==> src/sv/rpc_pkg.sv <==
// Shared types, table layout constants and saturating Q32.32 helpers for the
// quadratic point transform. No dependencies.
package rpc_pkg;

    localparam int TERMS_PER_AXIS = 19;
    localparam int TABLE_WORDS    = 48;
    localparam int ADDR_W         = 6;

    localparam logic [ADDR_W-1:0] OFF_BASE     = ADDR_W'(2 * TERMS_PER_AXIS);
    localparam logic [ADDR_W-1:0] DST_OFF_BASE = ADDR_W'(2 * TERMS_PER_AXIS + 3);
    localparam logic [ADDR_W-1:0] SCL_BASE     = ADDR_W'(2 * TERMS_PER_AXIS + 5);
    localparam logic [ADDR_W-1:0] DST_SCL_BASE = ADDR_W'(2 * TERMS_PER_AXIS + 8);

    localparam logic [1:0] MODE_LOAD  = 2'd0;
    localparam logic [1:0] MODE_XFORM = 2'd1;
    localparam logic [1:0] MODE_RESID = 2'd2;

    localparam logic [63:0] ONE_Q   = 64'h0000_0001_0000_0000;
    localparam logic [63:0] SAT_MAX = 64'h7FFF_FFFF_FFFF_FFFF;
    localparam logic [63:0] SAT_MIN = 64'h8000_0000_0000_0000;

    // One queued item, already classified by the front end.
    typedef struct packed {
        logic              is_load;
        logic              resid;
        logic [ADDR_W-1:0] index;
        logic [63:0]       value;
        logic [63:0]       sx;
        logic [63:0]       sy;
        logic [63:0]       sz;
        logic [63:0]       ox;
        logic [63:0]       oy;
        logic              last;
    } q_entry_t;

    typedef struct packed {
        logic [63:0] v;
        logic        err;
    } sres_t;

    function automatic sres_t sat_mag(input logic neg, input logic hi_nz,
                                      input logic [63:0] lo);
        sres_t r;
        if (!hi_nz && !lo[63]) begin
            r.v   = neg ? (64'd0 - lo) : lo;
            r.err = 1'b0;
        end else if (neg && !hi_nz && lo == SAT_MIN) begin
            r.v   = SAT_MIN;
            r.err = 1'b0;
        end else begin
            r.v   = neg ? SAT_MIN : SAT_MAX;
            r.err = 1'b1;
        end
        return r;
    endfunction

    function automatic sres_t sadd(input logic [63:0] a, input logic [63:0] b);
        sres_t       r;
        logic [63:0] s;
        s = a + b;
        r.err = (a[63] == b[63]) && (s[63] != a[63]);
        r.v   = r.err ? (a[63] ? SAT_MIN : SAT_MAX) : s;
        return r;
    endfunction

    function automatic sres_t ssub(input logic [63:0] a, input logic [63:0] b);
        sres_t       r;
        logic [63:0] s;
        s = a - b;
        r.err = (a[63] != b[63]) && (s[63] != a[63]);
        r.v   = r.err ? (a[63] ? SAT_MIN : SAT_MAX) : s;
        return r;
    endfunction

endpackage

==> src/sv/rpc_front.sv <==
// Front end: accepts items, classifies them and holds them in a two-entry queue.
// Depends on rpc_pkg.
module rpc_front (
    input  logic                    clk,
    input  logic                    rst_n,
    input  logic                    in_valid,
    output logic                    in_ready,
    input  logic [1:0]              mode,
    input  logic [5:0]              table_index,
    input  logic signed [63:0]      table_value,
    input  logic signed [63:0]      src_x,
    input  logic signed [63:0]      src_y,
    input  logic signed [63:0]      src_z,
    input  logic signed [63:0]      obs_x,
    input  logic signed [63:0]      obs_y,
    input  logic                    last_in,
    output logic                    q_valid,
    output rpc_pkg::q_entry_t       q_head,
    input  logic                    q_pop
);

    rpc_pkg::q_entry_t slot_reg [2];
    logic       wr_ptr_reg, rd_ptr_reg;
    logic [1:0] count_reg, count_next;
    logic       keep, push;
    rpc_pkg::q_entry_t entry;

    // Unused modes and loads beyond the table are dropped here.
    always_comb
    begin
        case (mode)
            rpc_pkg::MODE_LOAD:  keep = (table_index < 6'(rpc_pkg::TABLE_WORDS));
            rpc_pkg::MODE_XFORM: keep = 1'b1;
            rpc_pkg::MODE_RESID: keep = 1'b1;
            default:             keep = 1'b0;
        endcase
        entry.is_load = (mode == rpc_pkg::MODE_LOAD);
        entry.resid   = (mode == rpc_pkg::MODE_RESID);
        entry.index   = table_index;
        entry.value   = table_value;
        entry.sx      = src_x;
        entry.sy      = src_y;
        entry.sz      = src_z;
        entry.ox      = obs_x;
        entry.oy      = obs_y;
        entry.last    = last_in;
    end

    assign in_ready = (count_reg != 2'd2);
    assign push     = in_valid && in_ready && keep;
    assign q_valid  = (count_reg != 2'd0);
    assign q_head   = slot_reg[rd_ptr_reg];

    always_comb
    begin
        count_next = count_reg;
        if (push && !q_pop)
        begin
            count_next = count_reg + 2'd1;
        end
        else if (!push && q_pop)
        begin
            count_next = count_reg - 2'd1;
        end
    end

    always_ff @(posedge clk or negedge rst_n)
    begin
        if (!rst_n)
        begin
            wr_ptr_reg <= 1'b0;
            rd_ptr_reg <= 1'b0;
            count_reg  <= 2'd0;
        end
        else
        begin
            if (push)
            begin
                wr_ptr_reg <= ~wr_ptr_reg;
            end
            if (q_pop)
            begin
                rd_ptr_reg <= ~rd_ptr_reg;
            end
            count_reg <= count_next;
        end
    end

    always_ff @(posedge clk)
    begin
        if (push)
        begin
            slot_reg[wr_ptr_reg] <= entry;
        end
    end

endmodule

==> config.mk <==
export PLATFORM = sky130hd
export DESIGN_NAME = rpc_front
export DESIGN_NICKNAME = d
export VERILOG_FILES = /design/src/sv/rpc_pkg.sv /design/src/sv/rpc_front.sv
export SDC_FILE = /design/constraint.sdc
export NUM_CORES = 1
export LEC_CHECK = 0
export BUFFER_PORTS_ARGS = -buffer_cell sky130_fd_sc_hd__buf_2
export CORE_AREA = 2 2 309 311
export CTS_BUF_LIST = sky130_fd_sc_hd__clkbuf_4
export CTS_CLUSTER_DIAMETER = 50
export CTS_CLUSTER_SIZE = 25
export DETAILED_ROUTE_END_ITERATION = 12
export DIE_AREA = 0 0 311 313
export GPL_TIMING_DRIVEN = 1
export PLACE_DENSITY = 0.61
export SLEW_MARGIN = 20
export SYNTH_ARGS = -nofsm -noshare
export SYNTH_HDL_FRONTEND = slang
export SYNTH_SLANG_ARGS = --single-unit
==> constraint.sdc <==
create_clock -name clk -period 17.2 [get_ports clk]
set_input_delay 3.44 -clock clk [delete_from_list [all_inputs] [get_ports clk]]
set_output_delay 3.44 -clock clk [all_outputs]
set_load 0.03 [all_outputs]
==> metrics.txt <==
Final Instance Area=36800 µm²; Hold Slack=roughly 0.5 ns; Post-Syn Instances=1249; die height=between 300 and 400 µm; mapped cell area=30200 µm²; Critical Path End=q_head[11]; most numerous cell in the Yosys netlist=edfxtp_1; outcome=complete, no violations; Placed Area=~35000 µm²; post-cts gate resize count=0; top-area cell type share of the netlist area=between 70% and 80%; Max Freq=0.125 GHz; Final Hold Viols=0; first-pass GRT wire length=98.7 mm; max reg flops=786; CTS Buf Count=83; Worst Slack Setup Final=slightly above 9 ns; slew margin rel.=23.1%; post-synthesis sequential area ratio=roughly 79%; HP Class=flop to flop; Worst Tran Pin Value=1.15 ns; routed vias=14942; power per cell area=about 160 nW/µm²; DRC=0; RR Endpoint=slot_reg[0][286]$_DFFE_PP_; clock sink count=790; drt first pass iters=4; num rows=~110; Period Utilization, post-route=a little under half; die width=~310 µm; WP data arrival=between 4 and 5 ns; Worst Clk Skew=about 0.053 ns; setup slack at placement=9.61 ns; largest net degree at the start of global routing=between 100 and 150; worst-path maximum fanout=124; I/O Buffers=~800; minimum clock period=between 7 and 8 ns; RePlAce Congestion=0.828; Peak supply drop=~110 µV; starting density of the core=32.0%; Net Count, Synth=about 1700; CP startpoint kind=flop; non-filler instance count after layout=between 3000 and 4000; CP Capture Type=output port; nets=about 2500; post-route ant nets=0; worst r2r src=count_reg[0]$_DFFE_PN0P_; postcts setup bufs=0; TNS Setup=0 ns; initial antenna violation count=30; yosys warns=0; endpoints failing setup=0; Primary FF master, synth=edfxtp_1; fin. max-slew vios=0; leak pwr=approximately 0.014 µW; Async S/R FF share, synth=0.506%; Root Buffer=clkbuf_4; R2R depth=6; DR vias/cell=between 4 and 5; grt ovf=0; Hold Buf Count CTS=0; synthesis-to-layout area growth=22.0%; WL per Instance=around 20 µm; Critical Path RT=roughly 14 ns; CTS max path bufs=3; worst setup path startpoint=rd_ptr_reg$_DFFE_PN0P_; placed cells=roughly 3300; Final HPWL DP=between 40 and 50 mm; max-cap violation count=0; TritonCTS clock tree=done; RSZ-0062 raised after global routing=false; die footprint=97300 µm²; gr usage total=a little over an eighth; Post-synth top cells=edfxtp_1, mux2_4, mux2_2; Worst-path clk slew=approximately 0.12 ns; Register-to-Register Setup Slack=13.05 ns; Synth area leaders=edfxtp_1, mux2_4, mux2_2; layout cell share with drive strength beyond 1=between 60% and 70%; I/O pins=792; DRT iter0 DRCs=1000; kind of critical path=flop to output port; Post-synth EDFFs=slightly below 800; Yosys reg bits=790; H-tree Lvls=3; Yosys top cell by area=edfxtp_1; CORE AREA=~94000 µm²; Syn Area/Cell=between 20 and 25 µm²; Clock Latency Late Sink=a little over 0.9 ns; Routed WL=about 68 mm; unique cell type count in the Yosys netlist=17; vias in the first global route=15995
-- per-stage QoR --
stage / power, µW / utilization, %
after floorplan: 4390 / -
after global placement: 4730 / 37.5
after detailed placement: 4750 / 37.5
after CTS: 5910 / 39.1
after global routing: 6060 / 39.1
final: 5820 / 39.1
-- how the worst min path moves through the flow --
stage                                  start                        to  slack, ns  depth (start not counted)
global placement    count_reg[1]$_DFFE_PN0P_  count_reg[1]$_DFFE_PN0P_       0.47                          1
CTS                 count_reg[1]$_DFFE_PN0P_  count_reg[1]$_DFFE_PN0P_       0.51                          1
finish              count_reg[1]$_DFFE_PN0P_  count_reg[1]$_DFFE_PN0P_       0.50                          1
detailed placement  count_reg[1]$_DFFE_PN0P_  count_reg[1]$_DFFE_PN0P_       0.49                          1
floorplan           count_reg[1]$_DFFE_PN0P_  count_reg[1]$_DFFE_PN0P_       0.46                          1
global route        count_reg[1]$_DFFE_PN0P_  count_reg[1]$_DFFE_PN0P_       0.54                          1
-- cells in the final DEF (no fill, tap or decap), types with 11 or more instances in the layout --
cell type and instances:
buf_2 791, buf_4 12, bufinv_16 12, clkbuf_4 91, clkinv_2 15, clkinvlp_4 11, diode_2 16, edfxtp_1 786
mux2_2 33, mux2_4 360
-- cells by family after synthesis --
family	count (synthesis)	synth area share, %
xor+xnor	5	0.145
compound gates	2	0.0539
flops	790	78.6
mux	393	19.1
simple gates	5	0.0788
fa+ha+maj	4	0.166
buf+inv	50	1.85
-- where the power goes --
group | leakage, µW | internal (µW) | switching (µW) | total, µW
Clock | 0.000762 | 470 | 665 | 1130
Combinational | 0.00638 | 868 | 1350 | 2220
Sequential | 0.00721 | 2380 | 87.7 | 2460
Total | 0.0144 | 3710 | 2110 | 5820
-- area by class of cell --
cell class              count  area [µm²]
multi-input cells         409        5930
fillers                  8650       57300
well taps                1265        1580
clock buffers              91         683
repair buffers            806        4110
inverters                   6        22.5
diodes                     16        40.0
flip-flops and latches    790       23700
clock inverters            64         746
-- worst max-delay path, stage by stage, from the launching register on --
cell and delay [ns]:
dfrtp_4 1.16, buf_12 0.65, buf_4 0.87, mux2_2 0.42, buf_2 0.19
-- layer usage --
metal | wire length, µm | global-route usage (%)
met1 | 25600 | 15.2
met3 | 6280 | 4.98
met5 | 130 | 0
met4 | 2120 | 5.53
met2 | 34000 | 23.1
No activity file was read; power rests on OpenSTA's default activity.
